`config.mk`:
```
export PLATFORM = sky130hd
export DESIGN_NAME = ppm_ir_symbol_encoder
export DESIGN_NICKNAME = d
export VERILOG_FILES = /design/src/rtl/ppmenc_pkg.sv /design/src/rtl/ppm_ir_symbol_encoder.sv /design/src/rtl/ppmenc_cfg.sv /design/src/rtl/ppmenc_front.sv /design/src/rtl/ppmenc_back.sv
export SDC_FILE = /design/constraint.sdc
export NUM_CORES = 1
export LEC_CHECK = 0
export BUFFER_PORTS_ARGS = -buffer_cell sky130_fd_sc_hd__buf_4
export CORE_MARGIN = 2
export CORE_UTILIZATION = 55
export CTS_BUF_LIST = sky130_fd_sc_hd__clkbuf_4
export DETAILED_ROUTE_END_ITERATION = 16
export PLACE_DENSITY = 0.76
export SKIP_LAST_GASP = 1
export SLEW_MARGIN = 10
export SYNTH_ARGS = -nofsm -noshare
export SYNTH_HDL_FRONTEND = slang
export SYNTH_SLANG_ARGS = --single-unit
```
`constraint.sdc`:
```
create_clock -name i_clk -period 7.8 [get_ports i_clk]
set_input_delay 1.17 -clock i_clk [delete_from_list [all_inputs] [get_ports i_clk]]
set_output_delay 1.17 -clock i_clk [all_outputs]
set_load 0.02 [all_outputs]
```
`src/rtl/ppmenc_pkg.sv`:
```
// Shared types and constants for the two-bit PPM IR symbol encoder.
// No dependencies; imported by every module of the block.
package ppmenc_pkg;

    localparam int TICK_W    = 15;
    localparam int BYTE_W    = 8;
    localparam int SYM_W     = 2;
    localparam int NUM_SYM   = 4;
    localparam int CFG_IDX_W = 3;
    localparam int SEQ_W     = 3;

    // Pulse index within one request: symbols 0..3, then the closing burst
    localparam logic [SEQ_W-1:0] SEQ_LAST_SYM = SEQ_W'(NUM_SYM - 1);
    localparam logic [SEQ_W-1:0] SEQ_CLOSE    = SEQ_W'(NUM_SYM);

    localparam logic [TICK_W-1:0] BURST_RST = TICK_W'(403);
    localparam logic [TICK_W-1:0] GAP0_RST  = TICK_W'(605);
    localparam logic [TICK_W-1:0] GAP1_RST  = TICK_W'(1814);
    localparam logic [TICK_W-1:0] GAP2_RST  = TICK_W'(1210);
    localparam logic [TICK_W-1:0] GAP3_RST  = TICK_W'(2419);

    typedef enum logic [CFG_IDX_W-1:0] {
        REG_BURST = 3'd0,
        REG_GAP0  = 3'd1,
        REG_GAP1  = 3'd2,
        REG_GAP2  = 3'd3,
        REG_GAP3  = 3'd4
    } t_reg_idx;

    typedef struct packed {
        logic [BYTE_W-1:0] data_byte;
        logic              frame_end;
    } t_cmd;

    typedef struct packed {
        logic [TICK_W-1:0]               burst;
        logic [NUM_SYM-1:0][TICK_W-1:0]  gap;
    } t_cfg;

    typedef struct packed {
        logic [TICK_W-1:0] burst_len;
        logic [TICK_W-1:0] gap_len;
        logic [SYM_W-1:0]  symbol_value;
        logic              closing;
        logic              last;
    } t_result;

    // Handshake between front command queue and back sequencer
    typedef struct packed {
        logic valid;
        t_cmd cmd;
    } t_cmd_chan;

endpackage

```
`src/rtl/ppm_ir_symbol_encoder.sv`:
```
// Path: a byte accepted into an idle block is registered in the front queue, and its first
// pulse is then registered in the back-end output register before it is on the outputs.
// Throughput: one pulse result per cycle from the back-end sequencer while its output is free or
// being popped; a byte gives 4 pulse results, or 5 with the closing burst of a frame's last byte.
// Front queue holds two bytes; full depends only on that queue, not on pop.
// Reset (synchronous, active low) empties both queues and reloads the default
// timing registers.
module ppm_ir_symbol_encoder (
    input  logic                              i_clk,
    input  logic                              i_rst_n,
    input  logic                              push,
    output logic                              full,
    input  logic [ppmenc_pkg::BYTE_W-1:0]     i_data_byte,
    input  logic                              i_frame_end,
    output logic                              empty,
    input  logic                              pop,
    output logic [ppmenc_pkg::TICK_W-1:0]     o_burst_len,
    output logic [ppmenc_pkg::TICK_W-1:0]     o_gap_len,
    output logic [ppmenc_pkg::SYM_W-1:0]      o_symbol_value,
    output logic                              o_closing,
    output logic                              o_last,
    input  logic                              i_cfg_we,
    input  logic [ppmenc_pkg::CFG_IDX_W-1:0]  i_cfg_idx,
    input  logic [ppmenc_pkg::TICK_W-1:0]     i_cfg_wdata
);
    import ppmenc_pkg::*;

    t_cfg      w_cfg;
    t_cmd_chan w_chan;
    logic      w_cmd_pop;
    t_result   w_res;

    ppmenc_cfg u_cfg (
        .i_clk       (i_clk),
        .i_rst_n     (i_rst_n),
        .i_cfg_we    (i_cfg_we),
        .i_cfg_idx   (i_cfg_idx),
        .i_cfg_wdata (i_cfg_wdata),
        .o_cfg       (w_cfg)
    );

    ppmenc_front u_front (
        .i_clk       (i_clk),
        .i_rst_n     (i_rst_n),
        .push        (push),
        .full        (full),
        .i_data_byte (i_data_byte),
        .i_frame_end (i_frame_end),
        .o_chan      (w_chan),
        .i_cmd_pop   (w_cmd_pop)
    );

    ppmenc_back u_back (
        .i_clk     (i_clk),
        .i_rst_n   (i_rst_n),
        .i_chan    (w_chan),
        .o_cmd_pop (w_cmd_pop),
        .i_cfg     (w_cfg),
        .empty     (empty),
        .pop       (pop),
        .o_res     (w_res)
    );

    assign o_burst_len    = w_res.burst_len;
    assign o_gap_len      = w_res.gap_len;
    assign o_symbol_value = w_res.symbol_value;
    assign o_closing      = w_res.closing;
    assign o_last         = w_res.last;

endmodule

```
`src/rtl/ppmenc_cfg.sv`:
```
// Timing register file: burst length and the four symbol gap lengths.
// Depends on ppmenc_pkg.
module ppmenc_cfg (
    input  logic                              i_clk,
    input  logic                              i_rst_n,
    input  logic                              i_cfg_we,
    input  logic [ppmenc_pkg::CFG_IDX_W-1:0]  i_cfg_idx,
    input  logic [ppmenc_pkg::TICK_W-1:0]     i_cfg_wdata,
    output ppmenc_pkg::t_cfg                  o_cfg
);
    import ppmenc_pkg::*;

    t_cfg r_cfg;
    t_cfg n_cfg;

    always_comb begin
        n_cfg = r_cfg;
        if (i_cfg_we) begin
            unique case (i_cfg_idx)
                REG_BURST: n_cfg.burst  = i_cfg_wdata;
                REG_GAP0:  n_cfg.gap[0] = i_cfg_wdata;
                REG_GAP1:  n_cfg.gap[1] = i_cfg_wdata;
                REG_GAP2:  n_cfg.gap[2] = i_cfg_wdata;
                REG_GAP3:  n_cfg.gap[3] = i_cfg_wdata;
                default:   n_cfg = r_cfg;   // unmapped index: ignored
            endcase
        end
    end

    always_ff @(posedge i_clk) begin
        if (!i_rst_n) begin
            r_cfg.burst  <= BURST_RST;
            r_cfg.gap[0] <= GAP0_RST;
            r_cfg.gap[1] <= GAP1_RST;
            r_cfg.gap[2] <= GAP2_RST;
            r_cfg.gap[3] <= GAP3_RST;
        end else begin
            r_cfg <= n_cfg;
        end
    end

    assign o_cfg = r_cfg;

endmodule

```
`src/rtl/ppmenc_front.sv`:
```
// Front end: accepts frame bytes and holds them in a two-entry command queue.
// Depends on ppmenc_pkg.
module ppmenc_front (
    input  logic                           i_clk,
    input  logic                           i_rst_n,
    input  logic                           push,
    output logic                           full,
    input  logic [ppmenc_pkg::BYTE_W-1:0]  i_data_byte,
    input  logic                           i_frame_end,
    output ppmenc_pkg::t_cmd_chan          o_chan,
    input  logic                           i_cmd_pop
);
    import ppmenc_pkg::*;

    t_cmd       r_mem [2];
    logic       r_wr;
    logic       r_rd;
    logic [1:0] r_cnt;
    logic       n_wr;
    logic       n_rd;
    logic [1:0] n_cnt;
    logic       w_push_ok;
    logic       w_pop_ok;

    assign full      = r_cnt[1];
    assign w_push_ok = push && !full;
    assign w_pop_ok  = i_cmd_pop && (r_cnt != 2'd0);

    always_comb begin
        n_wr  = r_wr ^ w_push_ok;
        n_rd  = r_rd ^ w_pop_ok;
        n_cnt = r_cnt;
        if (w_push_ok && !w_pop_ok) begin
            n_cnt = r_cnt + 2'd1;
        end else if (!w_push_ok && w_pop_ok) begin
            n_cnt = r_cnt - 2'd1;
        end
    end

    always_ff @(posedge i_clk) begin
        if (!i_rst_n) begin
            r_wr  <= 1'b0;
            r_rd  <= 1'b0;
            r_cnt <= 2'd0;
        end else begin
            r_wr  <= n_wr;
            r_rd  <= n_rd;
            r_cnt <= n_cnt;
        end
    end

    always_ff @(posedge i_clk) begin
        if (w_push_ok) begin
            r_mem[r_wr] <= '{data_byte: i_data_byte, frame_end: i_frame_end};
        end
    end

    assign o_chan.valid = (r_cnt != 2'd0);
    assign o_chan.cmd   = r_mem[r_rd];

endmodule

```
`src/rtl/ppmenc_back.sv`:
```
// Back end: steps through the symbols of each queued byte, one pulse per
// cycle while the output slot is free or being popped, into an output register. Depends on ppmenc_pkg.
module ppmenc_back (
    input  logic                              i_clk,
    input  logic                              i_rst_n,
    input  ppmenc_pkg::t_cmd_chan             i_chan,
    output logic                              o_cmd_pop,
    input  ppmenc_pkg::t_cfg                  i_cfg,
    output logic                              empty,
    input  logic                              pop,
    output ppmenc_pkg::t_result               o_res
);
    import ppmenc_pkg::*;

    logic [SEQ_W-1:0] r_seq;
    logic [SEQ_W-1:0] n_seq;
    logic             r_out_vld;
    logic             n_out_vld;
    t_result          r_res;
    t_result          w_res;
    logic             w_adv;
    logic [SYM_W-1:0] w_sym;
    logic             w_done;

    // Output slot is free, or being drained this cycle
    assign w_adv = !r_out_vld || pop;

    always_comb begin
        case (r_seq[1:0])
            2'd0:    w_sym = i_chan.cmd.data_byte[1:0];
            2'd1:    w_sym = i_chan.cmd.data_byte[3:2];
            2'd2:    w_sym = i_chan.cmd.data_byte[5:4];
            default: w_sym = i_chan.cmd.data_byte[7:6];
        endcase

        w_res.burst_len = i_cfg.burst;
        if (r_seq == SEQ_CLOSE) begin
            w_res.gap_len      = '0;
            w_res.symbol_value = '0;
            w_res.closing      = 1'b1;
            w_res.last         = 1'b1;
            w_done             = 1'b1;
        end else begin
            w_res.gap_len      = i_cfg.gap[w_sym];
            w_res.symbol_value = w_sym;
            w_res.closing      = 1'b0;
            w_res.last         = (r_seq == SEQ_LAST_SYM) && !i_chan.cmd.frame_end;
            w_done             = w_res.last;
        end
    end

    always_comb begin
        n_seq     = r_seq;
        n_out_vld = r_out_vld && !pop;
        o_cmd_pop = 1'b0;
        if (w_adv && i_chan.valid) begin
            n_out_vld = 1'b1;
            if (w_done) begin
                n_seq     = '0;
                o_cmd_pop = 1'b1;
            end else begin
                n_seq = r_seq + SEQ_W'(1);
            end
        end
    end

    always_ff @(posedge i_clk) begin
        if (!i_rst_n) begin
            r_seq     <= '0;
            r_out_vld <= 1'b0;
        end else begin
            r_seq     <= n_seq;
            r_out_vld <= n_out_vld;
        end
    end

    always_ff @(posedge i_clk) begin
        if (w_adv && i_chan.valid) begin
            r_res <= w_res;
        end
    end

    assign empty = !r_out_vld;
    assign o_res = r_res;

endmodule

```
==> key figures <==
CTS
  – Post-CTS Resized: 0
  – Clock latency on the worst-skew pair: 0.51 ns
  – CTS Buf Count: 17
  – CTS tree: built
  – Clk sinks: 136
  – H-tree Lvls: 4
  – Root Buffer: clkbuf_4
  – Hold-fix buffer count after cts: 0
  – Max clock buf depth: 2
  – Reg clk slew, reported paths: 0.13 ns
  – Setup repair bufs after CTS: 0

Setup path
  – Crit path buf inv count: 1
  – Crit path DAT: 2.93 ns
  – Crit end category: flop
  – Worst-path fanout max: 31
  – Worst path cell trace: mux2_1 -> a222oi_1 -> mux2i_4 -> buf_4 -> mux2i_1 -> o22ai_1
  – Setup CP Type: reg2reg
  – CP peak stage delay: 0.58 ns
  – CP max-delay cell: dfxtp_1
  – CP required: 8.04 ns
  – Top Family by Delay on Critical Path: multiplexers
  – Startpoint Class: flop

Yosys
  – Most frequent cell after synthesis: nand2_1
  – Flops & latches, synth: 136
  – Synth top area cells: dfxtp_1, edfxtp_1, nand2_1
  – Top post-synthesis cells by count: nand2_1, dfxtp_1, edfxtp_1, a21boi_0, mux2i_1
  – Synth Cell Area: 5320 µm²
  – Ys flop type: dfxtp_1
  – Sequential-to-total area share from yosys stat: 0.610
  – Syn Nets: 552
  – Synth warn: 0
  – Synth cell types: 30
  – Synth async-reset ratio: 0
  – Largest area contributor in the netlist: dfxtp_1
  – Post-synth EDFFs: 52
  – Top cell type's share of synthesized area: 0.316
  – Synthesized area per cell: 10.4 µm²
  – Cell count after synthesis: 511

Floorplanning
  – Die Footprint: 10,500 µm²
  – Initial Utilization: 0.570
  – Site row count: 35
  – Core region area: 9330 µm²
  – Die H: 102 µm
  – Width of the die: 102 µm
  – Top Ports: 68

Global route
  – Grt met2 use: 0.391
  – First-pass GRT wire length: 18,700 µm
  – All-Layer GR Usage: 0.235
  – Total congestion overflow: 0
  – Largest net degree at the start of global routing: 83
  – M3 GR Usage: 0.0534
  – M1 GR Usage: 0.310
  – Number of global-route vias before repair: 3,755
  – Busiest layer in global routing: met2
  – Antenna violations before repair: 0

Route
  – Routed wire length: 11,600 µm
  – # DRC: 0
  – Avg WL per Cell: 16.3 µm
  – Vias: 3,908
  – TritonRoute pass-1 iters: 5
  – Antenna-violating nets left: 0
  – DRT iter0 DRCs: 260
  – DR vias/cell: 5.48

Place
  – Gpl congestion: 0.769
  – DPL Wire Length: 7240 µm
  – PortBufs: 67

Run status
  – Status: completed

Min path
  – Hold crit path type: reg2reg
  – Hold_sp: u_cfg.o_cfg[64]

Cells and area
  – Area of the multi-input gates: 1950 µm²
  – Ant. Diodes: 0
  – Filler instances: 742
  – Final core occ: 0.662
  – Sequential Area: 3240 µm²
  – Area grow syn2layout: 16.2%
  – Share of post-route cells with drive strength above 1: 0.185
  – Final #Nets: 612

Timing
  – RSZ-0062 raised after global routing: false
  – Fin crit period: 2.69 ns
  – Tcrit/Tclk final: 0.345
  – Final Hold Fails: 0
  – FMAX: 0.372 GHz
  – Slew Limit Fails: 0
  – Layout Skew: 0.0198 ns
  – Slew Limit Headroom: 0.372
  – Setup TNS: 0 ns
  – Setup Viol. Count Final: 0
  – Worst-margin pin slew: 0.939 ns

Pwr
  – Power per cell area: 342 nW/µm²
  – VDD IR-drop max: 219 µV
  – Static Leak: 2.44 nW

Flow run
  – Max-Cap Viols: 0
-- state kept, by name, summed over array words and instances, names as in the netlist, named ones only --
signal,count
u_back.o_res,34
u_back.r_out_vld,1
u_back.r_seq,3
u_cfg.o_cfg,75
u_front.r_cnt,2
u_front.r_mem,18
u_front.r_rd,1
u_front.r_wr,1
-- placed cells by master (no fill, tap or decap), types with 2 or more instances in the layout --
master,instances
nand2_1,161
dfxtp_1,84
buf_4,71
edfxtp_1,52
a21boi_0,46
mux2i_1,33
nand3_1,33
clkbuf_4,18
o22ai_1,15
ha_1,9
inv_1,7
nor2_1,6
and2_1,5
clkinvlp_4,5
nor2b_1,4
clkinv_4,4
xnor2_1,3
a22oi_1,2
a211oi_1,2
mux2_2,2
o21ai_0,2
and3_1,2
or2_2,2
inv_6,2
-- area by class of cell --
cell class	instances	area share
inverter	7	0.00425
multi-input combinational	338	0.316
clock inverter	14	0.0209
sequential	136	0.525
tap	129	0.0261
clock buffer	18	0.0219
timing repair buffer	71	0.0863
-- final timing paths --
kind / endpoint / slack, ns / depth (start not counted)
min reg2reg: u_back.o_res[23] / 0.44 / 0
min: u_back.o_res[23] / 0.44 / 0
max reg2reg: u_back.o_res[7] / 5.11 / 6
max: u_back.o_res[7] / 5.11 / 6
-- stage by stage --
stage,instances,total power [mW],instance area (µm²),hold WS (ns),setup WS (ns)
floorplan,511,1.43,5320,0.408,3.67
global placement,681,1.68,5910,0.414,4.84
detailed placement,681,1.70,5910,0.416,4.72
CTS,713,2.12,6180,0.441,5.14
global route,713,2.22,6180,0.452,5.03
finish,713,2.11,6180,0.441,5.11
-- layer usage --
metal | wire [µm] | vias to the layer above
li1 | - | 1877
met1 | 5020 | 1875
met2 | 5820 | 141
met3 | 637 | 15
met4 | 117 | 0
met5 | 0 | -
-- cell families after synthesis --
kind of cell    synth area share
compound gates            0.0960
xor+xnor                 0.00659
fa+ha+maj                 0.0212
buf+inv                   0.0271
flops                      0.610
mux                       0.0704
simple gates               0.169
-- worst reg2reg max path, stage by stage (launching register included) --
cell and delay [ns]:
dfxtp_1 0.58, mux2_1 0.39, a222oi_1 0.58, mux2i_4 0.11, buf_4 0.33, mux2i_1 0.32
o22ai_1 0.13
-- power by group --
| group | internal (mW) | switching, mW | total (mW) | leakage (nW) |
|---|---|---|---|---|
| clock | 0.163 | 0.265 | 0.428 | 0.129 |
| combinational | 0.275 | 0.434 | 0.709 | 1.14 |
| sequential | 0.919 | 0.0560 | 0.975 | 1.17 |
No activity file was read; power rests on OpenSTA's default activity.
